## config.mk

```make
export PLATFORM = sky130hd
export DESIGN_NAME = c2p_angle_seq
export DESIGN_NICKNAME = d
export VERILOG_FILES = /design/src/rtl/core/c2p_pkg.sv /design/src/rtl/core/c2p_angle_seq.sv
export SDC_FILE = /design/constraint.sdc
export NUM_CORES = 1
export LEC_CHECK = 0
export BUFFER_PORTS_ARGS = -buffer_cell sky130_fd_sc_hd__buf_2
export CAP_MARGIN = 5
export CORE_MARGIN = 2
export CORE_UTILIZATION = 49
export CTS_CLUSTER_DIAMETER = 30
export CTS_CLUSTER_SIZE = 12
export DETAILED_ROUTE_END_ITERATION = 16
export PLACE_DENSITY = 0.83
export RECOVER_POWER = 25
export SYNTH_ARGS = -nofsm -noshare
export SYNTH_HDL_FRONTEND = slang
export SYNTH_SLANG_ARGS = --single-unit
```

## constraint.sdc

```tcl
create_clock -name clk -period 9.1 [get_ports clk]
set_clock_uncertainty 0.1 [all_clocks]
set_input_delay 1.365 -clock clk [delete_from_list [all_inputs] [get_ports clk]]
set_output_delay 1.365 -clock clk [all_outputs]
set_load 0.01 [all_outputs]
```

## src/rtl/core/c2p_pkg.sv

```systemverilog
// Shared types, constants and the arctangent table for the circle-to-polygon block.
package c2p_pkg;

	typedef struct packed {
		logic signed [31:0] center_x;
		logic signed [31:0] center_y;
		logic signed [31:0] radius;
		logic [6:0]         segment_count;
	} item_t;

	typedef struct packed {
		logic signed [31:0] point_x;
		logic signed [31:0] point_y;
		logic               empty_res;
		logic               last;
	} res_t;

	// Per-vertex side data that rides along the pipeline.
	typedef struct packed {
		logic               empty;
		logic               last;
		logic signed [31:0] cx;
		logic signed [31:0] cy;
		logic signed [31:0] rad;
	} meta_t;

	// Sequencer to CORDIC transfer.
	typedef struct packed {
		logic [15:0] angle;
		meta_t       meta;
	} vtx_t;

	localparam int ATAN_ENTRIES = 24;
	localparam logic signed [32:0] GAIN_Q30 = 33'sd652032875;

	// round(2^32 * atan(2^-k) / (2*pi))
	function automatic logic [31:0] atan_turn(input int k);
		logic [31:0] t;
		case (k)
			0:       t = 32'd536870912;
			1:       t = 32'd316933406;
			2:       t = 32'd167458908;
			3:       t = 32'd85004756;
			4:       t = 32'd42667331;
			5:       t = 32'd21354465;
			6:       t = 32'd10679838;
			7:       t = 32'd5340245;
			8:       t = 32'd2670163;
			9:       t = 32'd1335087;
			10:      t = 32'd667544;
			11:      t = 32'd333772;
			12:      t = 32'd166886;
			13:      t = 32'd83443;
			14:      t = 32'd41722;
			15:      t = 32'd20861;
			16:      t = 32'd10430;
			17:      t = 32'd5215;
			18:      t = 32'd2608;
			19:      t = 32'd1304;
			20:      t = 32'd652;
			21:      t = 32'd326;
			22:      t = 32'd163;
			23:      t = 32'd81;
			default: t = 32'd0;
		endcase
		return t;
	endfunction

endpackage

```

## src/rtl/core/c2p_angle_seq.sv

```systemverilog
// Angle sequencer: divides a turn by N, then steps out N vertex angles.
module c2p_angle_seq #(
	parameter int MAX_SEGMENTS = 64
) (
	input  logic           clk,
	input  logic           arst_n,
	input  logic           start,
	input  c2p_pkg::item_t item,
	output logic           busy,
	output logic           vtx_valid,
	output c2p_pkg::vtx_t  vtx
);

	localparam logic [1:0] ST_IDLE = 2'd0;
	localparam logic [1:0] ST_DIV  = 2'd1;
	localparam logic [1:0] ST_EMIT = 2'd2;
	localparam logic [6:0] NMAX    = 7'(MAX_SEGMENTS);
	localparam logic [4:0] DIV_LAST = 5'd16;

	logic [1:0]         state_q;
	logic [6:0]         n_q;
	logic signed [31:0] cx_q, cy_q, rad_q;
	logic [4:0]         cnt_q;
	logic [5:0]         rem_q;
	logic [15:0]        quo_q;
	logic [15:0]        angle_q;
	logic [5:0]         frac_q;
	logic [6:0]         idx_q;
	logic               vtx_valid_q;
	c2p_pkg::vtx_t      vtx_q;

	logic [6:0] n_in;
	logic       bad_in;
	logic [6:0] div_r;
	logic       div_ge;
	logic [6:0] frac_sum;
	logic       frac_ge;

	assign n_in     = (item.segment_count > NMAX) ? NMAX : item.segment_count;
	assign bad_in   = (item.radius <= 32'sd0) || (n_in < 7'd3);
	// dividend is 2^16: only its top bit is set
	assign div_r    = {rem_q, (cnt_q == 5'd0)};
	assign div_ge   = (div_r >= n_q);
	assign frac_sum = {1'b0, frac_q} + {1'b0, rem_q};
	assign frac_ge  = (frac_sum >= n_q);

	always_ff @(posedge clk or negedge arst_n) begin
		if (!arst_n) begin
			state_q     <= ST_IDLE;
			vtx_valid_q <= 1'b0;
		end else begin
			vtx_valid_q <= 1'b0;
			unique case (state_q)
				ST_IDLE: begin
					if (start) begin
						if (bad_in) begin
							vtx_valid_q <= 1'b1;
						end else begin
							state_q <= ST_DIV;
						end
					end
				end
				ST_DIV: begin
					if (cnt_q == DIV_LAST) state_q <= ST_EMIT;
				end
				ST_EMIT: begin
					vtx_valid_q <= 1'b1;
					if (idx_q == n_q - 7'd1) state_q <= ST_IDLE;
				end
				default: state_q <= ST_IDLE;
			endcase
		end
	end

	always_ff @(posedge clk) begin
		case (state_q)
			ST_IDLE: begin
				n_q   <= n_in;
				cx_q  <= item.center_x;
				cy_q  <= item.center_y;
				rad_q <= item.radius;
				cnt_q <= 5'd0;
				rem_q <= 6'd0;
				quo_q <= 16'd0;
				vtx_q.angle      <= 16'd0;
				vtx_q.meta.empty <= 1'b1;
				vtx_q.meta.last  <= 1'b1;
				vtx_q.meta.cx    <= 32'sd0;
				vtx_q.meta.cy    <= 32'sd0;
				vtx_q.meta.rad   <= 32'sd0;
			end
			ST_DIV: begin
				cnt_q   <= cnt_q + 5'd1;
				rem_q   <= div_ge ? 6'(div_r - n_q) : div_r[5:0];
				quo_q   <= {quo_q[14:0], div_ge};
				angle_q <= 16'd0;
				frac_q  <= 6'd0;
				idx_q   <= 7'd0;
			end
			ST_EMIT: begin
				vtx_q.angle      <= angle_q;
				vtx_q.meta.empty <= 1'b0;
				vtx_q.meta.last  <= (idx_q == n_q - 7'd1);
				vtx_q.meta.cx    <= cx_q;
				vtx_q.meta.cy    <= cy_q;
				vtx_q.meta.rad   <= rad_q;
				idx_q  <= idx_q + 7'd1;
				frac_q <= frac_ge ? 6'(frac_sum - n_q) : frac_sum[5:0];
				angle_q <= angle_q + quo_q + {15'd0, frac_ge};
			end
			default: ;
		endcase
	end

	assign busy      = (state_q != ST_IDLE);
	assign vtx_valid = vtx_valid_q;
	assign vtx       = vtx_q;

endmodule

```

* After elaboration in Yosys (flattened, before gate mapping)
Index checks and enable logic that the tools add are counted.
** Word-level totals
- Flip-flop bits (word level) :: 276
- Input bits :: 106
- Output and inout bits :: 116
- Word-level logic and storage cells :: 65
** Operators by class
- Add/subtract/negate cells :: 8
- $lt $le $gt $ge :: 5
- Equality and inequality tests :: 8
- Mux-type cells :: 18
- Reduce and logical (&&, ||, !) cells :: 8
** Operators with widths (count)
- $pmux 114 s2 :: 1
- $pmux 16 s2 :: 2
- $le 32x1->1 const B :: 1
- $pmux 6 s2 :: 2
- $add 16x1->16 :: 1
- $add 16x16->16 :: 1
- $ge 7x7->1 :: 2
- $pmux 7 s2 :: 1
- $mux 6 :: 2
- $sub 6x6->6 :: 2
- $pmux 5 s2 :: 1
- $mux 2 :: 4
- $ne 2x2->1 const B :: 4
- $reduce_bool 2->1 :: 4
- $add 6x6->7 :: 1
- $add 7x1->7 const B :: 1
- $eq 7x7->1 :: 1
- $gt 7x7->1 const B :: 1
- $lt 7x2->1 const B :: 1
- $mux 7 :: 1
- $sub 7x1->7 const B :: 1
- $pmux 2 s3 :: 1
- $add 5x1->5 const B :: 1
- $eq 5x5->1 const B :: 1
- 8 further kinds :: 9

* Depth between registers and ports, before layout
- Depth after elaboration :: 7
- Depth in mapped cells :: 19
- Depth with buffers taken out :: 19

* Least setup slack after synthesis
No wires, ideal clock.
- Path type :: register to register
- Start :: reg state_q[0]
- End :: reg vtx_q, in the netlist vtx[0] (enable)
- Setup time :: 477 ps
- Data arrival time :: 6156 ps
- Data required time :: 8523 ps
- Path slack :: 2367 ps
- Stages on the path, launching flop included :: 5
- Path buffers :: 0
- Clock period less this slack :: 6733 ps
- Cells stage by stage :: dfrtp_1 inv_1 ha_1 inv_1 nand2_1
** Between the ends
- Longest elaborated chain between the ends :: 2
** Ends and longest elaborated chain
- start, declared :: line c2p_angle_seq.sv:20 : logic [1:0] state_q;
- start signal, assigned :: line c2p_angle_seq.sv:49 : state_q <= ST_IDLE;
- start signal, assigned :: line c2p_angle_seq.sv:59 : state_q <= ST_DIV;
- start signal, assigned :: line c2p_angle_seq.sv:64 : if (cnt_q == DIV_LAST) state_q <= ST_EMIT;
- $eq 2x2->1 / $logic_not 2->1 (equally long branches) :: line c2p_angle_seq.sv:76 : case (state_q)
- $reduce_bool 2->1 (no source line) *
- end, declared :: line c2p_angle_seq.sv:30 : c2p_pkg::vtx_t vtx_q;
Mark *: on every way between the ends. The rest lies on a longest branch, timed or not.
A chain may end at the register's enable or synchronous reset.

* Worst setup path after layout
- Start :: reg rem_q[0]
- End :: reg angle_q[14], data pin
** Between the ends
- Longest elaborated chain between the ends :: 4
** Ends and longest elaborated chain
- start, declared :: line c2p_angle_seq.sv:24 : logic [5:0] rem_q;
- start signal, assigned :: line c2p_angle_seq.sv:94 : rem_q <= div_ge ? 6'(div_r - n_q) : div_r[5:0];
- $add 6x6->7 :: line c2p_angle_seq.sv:44 : assign frac_sum = {1'b0, frac_q} + {1'b0, rem_q};
- $ge 7x7->1 :: line c2p_angle_seq.sv:45 : assign frac_ge = (frac_sum >= n_q);
- $add 16x1->16 :: line c2p_angle_seq.sv:109 : angle_q <= angle_q + quo_q + {15'd0, frac_ge};
- $pmux 16 s2 :: line c2p_angle_seq.sv:76
- end signal, assigned :: line c2p_angle_seq.sv:109
- end, declared :: line c2p_angle_seq.sv:26 : logic [15:0] angle_q;
Every way passes these cells.

==> flow_metrics.tcl <==
set metrics [dict create \
    fmax_ghz 0.198 \
    critPathRequiredTime_ns 9.29 \
    htreeDepth 2 \
    dp_slack_ns 4.06 \
    p_comb_share_pct 33.5 \
    syn_avg_cell_area_um2 15.1 \
    hold_buffers 0 \
    synth_top_area_share_pct 71.1 \
    setup_viol 0 \
    fin_setup_tns_ns 0 \
    cp.arrival_ns 5.23 \
    seqPwrFrac_pct 36.9 \
    layout-drive-gt1-share_pct 27.2 \
    routed_via_density 5.05 \
    io_buffers 221 \
    total_power_uw 6520 \
    gp_congestion 0.859 \
    slew_viol_final 105 \
    grtUsageTotal_pct 19.1 \
    async_reset_ff_share_pct 1.09 \
    antenna_found_initial 4 \
    mostFrequentLayoutCells "273 x edfxtp_1, 193 x buf_2, 96 x and2_1" \
    overflow 0 \
    layout_min_cycle_time_ns 5.04 \
    crit_path_start_kind "flop" \
    period_share_pct 55.4 \
    sw_frac_of_total_pct 33.6 \
    std_cell_rows 56 \
    drtIter0Drc 457 \
    final_cells 1385 \
    avgRoutedWirePerCell_um 17.6 \
    drcViolationCount 0 \
    drv_cap 2 \
    placed_area_um2 13000 \
    core-area_um2 23300 \
    syn-num-nets 915 \
    die-width_um 157 \
    area_growth_syn_to_layout_pct 28.0 \
    synth_area_um2 11500 \
    yosys-top-cells-area "edfxtp_1 71%, and2_1 6.8%, ha_1 4.5%" \
    rsz0062_at_grt "no" \
    synth-seq-cells 276 \
    die_h_um 157 \
    vias 7000 \
    synth_seq_area_share_pct 71.8 \
    power_switching_uw 2190 \
    path_max_fanout 7 \
    dp_hpwl_um 16300 \
    max_slew.worst_pin.slew_ns 2.21 \
    powerDensity_nw_per_um2 442 \
    end_kind "flop" \
    fin_nets 1174 \
    cts_tree "yes" \
    failed_checks "max-capacitance violations, max-slew violations" \
    layout.cells.most_common "edfxtp_1" \
    yosys.cell_types.count 52 \
    wl_um 24400 \
    clk_latency_ns 0.55 \
    hold_class "reg2reg" \
    cts_sinks 276 \
    root_buffer "clkbuf_16" \
    fin_area_um2 14800 \
    p_clk_share_pct 29.6 \
    synth_edf_count 273 \
    antenna_left 0 \
    synth_top_cell_by_area "edfxtp_1" \
    post_cts_buffers 0 \
    clk_pin_slew_ns 0.05 \
    grt_max_degree 80 \
    relSlewSlack_pct -47.5 \
    worstSetupPathType "reg2reg" \
    cts_max_path_buffers 3 \
    synthCells 763 \
    hold_viol_final 0 \
    ys.flop_type "edfxtp_1" \
    ios 222 \
    grt_pass1_vias 6935 \
    yosysWarnings 0 \
    internal-power_uw 4330 \
    firstDrtPassIters 5 \
    grt_pass1_wl_um 36200 \
    cts_resized 0 \
    die-area_um2 24800 \
    ir_worst_vdd_uv 276 \
    status "finished, violations left" \
    start_util_pct 49.6 \
    cts_made_buffers 51 \
    placed_cells 1288 \
    p_leak_uw 0.00600 \
    setup_slack_ns 4.06 \
    reg2reg_slack_ns 4.06 \
]
## state kept, by name, indices dropped and copies added, names as in the netlist, 7 cells and up
register,cells
n_q,7
angle_q,16
cy_q,32
rad_q,32
cx_q,32
vtx,114
idx_q,7
quo_q,16
## cells in the mapped netlist, drive strengths merged (3+ instances only)
library cell and count:
a211oi 5, a21o 8, a21oi 17, a31oi 5, and2 127, and3 3, clkbuf 20, dfrtp 3
edfxtp 273, fa 5, ha 41, inv 33, mux2i 14, nand2 30, nand2b 7, nand3 9
nand4 4, nor2 39, nor2b 13, nor3 11, nor4 9, o21a 7, o21ai 17, o31a 4
xnor2 16, xor2 14
## cell families (layout without fill, tap and decap cells)
kind of cell,Yosys count,after routing,share of synthesized area (%)
AO/OA/AOI/OAI,80,80,4.92
multiplexers,16,16,1.41
adder cells (fa/ha/maj),46,46,5.32
buffers and inverters,54,356,1.76
flip-flops,276,276,71.8
AND/OR/NAND/NOR,261,261,12.5
XOR/XNOR,30,30,2.28
other,0,1,0
## worst max-delay path, cell delays in order (launching register included)
cell	delay (ns)
edfxtp_1	0.42
ha_1	0.22
inv_1	0.07
fa_1	0.21
inv_1	0.05
a21o_1	0.16
a21oi_1	0.23
xnor2_1	0.18
ha_1	0.31
and3_1	0.19
a311o_1	0.35
o221ai_2	0.47
fa_1	0.33
fa_1	0.20
nor2b_1	0.07
o31a_1	0.28
o31a_1	0.28
o41ai_2	0.39
o21ai_1	0.14
mux2i_1	0.13
## power by group through the flow
stage | Combinational [µW] | Sequential (µW) | Clock [µW]
2_1_floorplan | 1360 | 2570 | 0
3_3_place_gp | 2120 | 2390 | 0
3_5_place_dp | 2190 | 2420 | 0
4_1_cts | 2220 | 2400 | 1950
5_1_grt | 2430 | 2470 | 2010
6_report | 2190 | 2410 | 1930
## path summary, 6_finish.rpt
check                           startpoint           to  depth (start not counted)
worst max-delay path              rem_q[0]  angle_q[14]                         19
worst min-delay path             rad_q[17]      vtx[17]                          1
worst max register to register    rem_q[0]  angle_q[14]                         19
worst min register to register   rad_q[17]      vtx[17]                          1
max in group asynchronous           arst_n   state_q[1]                          1
min in group asynchronous           arst_n    vtx_valid                          1
## through the flow
| step | hold WS, ns | utilization [%] |
|---|---|---|
| final | 0.410 | 63.4 |
| after global routing | 0.437 | 63.4 |
| after CTS | 0.411 | 63.7 |
| after detailed placement | 0.409 | 56.0 |
| after global placement | 0.404 | 56.0 |
| after floorplan | 0.403 | - |
## cell type report
| cell class | instances | area, µm² |
|---|---|---|
| tap | 319 | 399 |
| clock inverter | 38 | 464 |
| sequential | 276 | 8270 |
| inverter | 34 | 128 |
| multi-input combinational | 433 | 3060 |
| antenna | 1 | 2.50 |
| clock buffer | 58 | 1320 |
| timing repair buffer | 226 | 1110 |
| fill | 1688 | 8500 |
## layer usage
layer	part of all wire (%)	vias to the layer above	track usage, %
li1	-	3339	-
met1	40	3348	23.7
met2	49	236	31.9
met3	6.9	71	5.31
met4	3.3	6	7.14
met5	0.17	-	0
(Power assumes the default switching activity.)
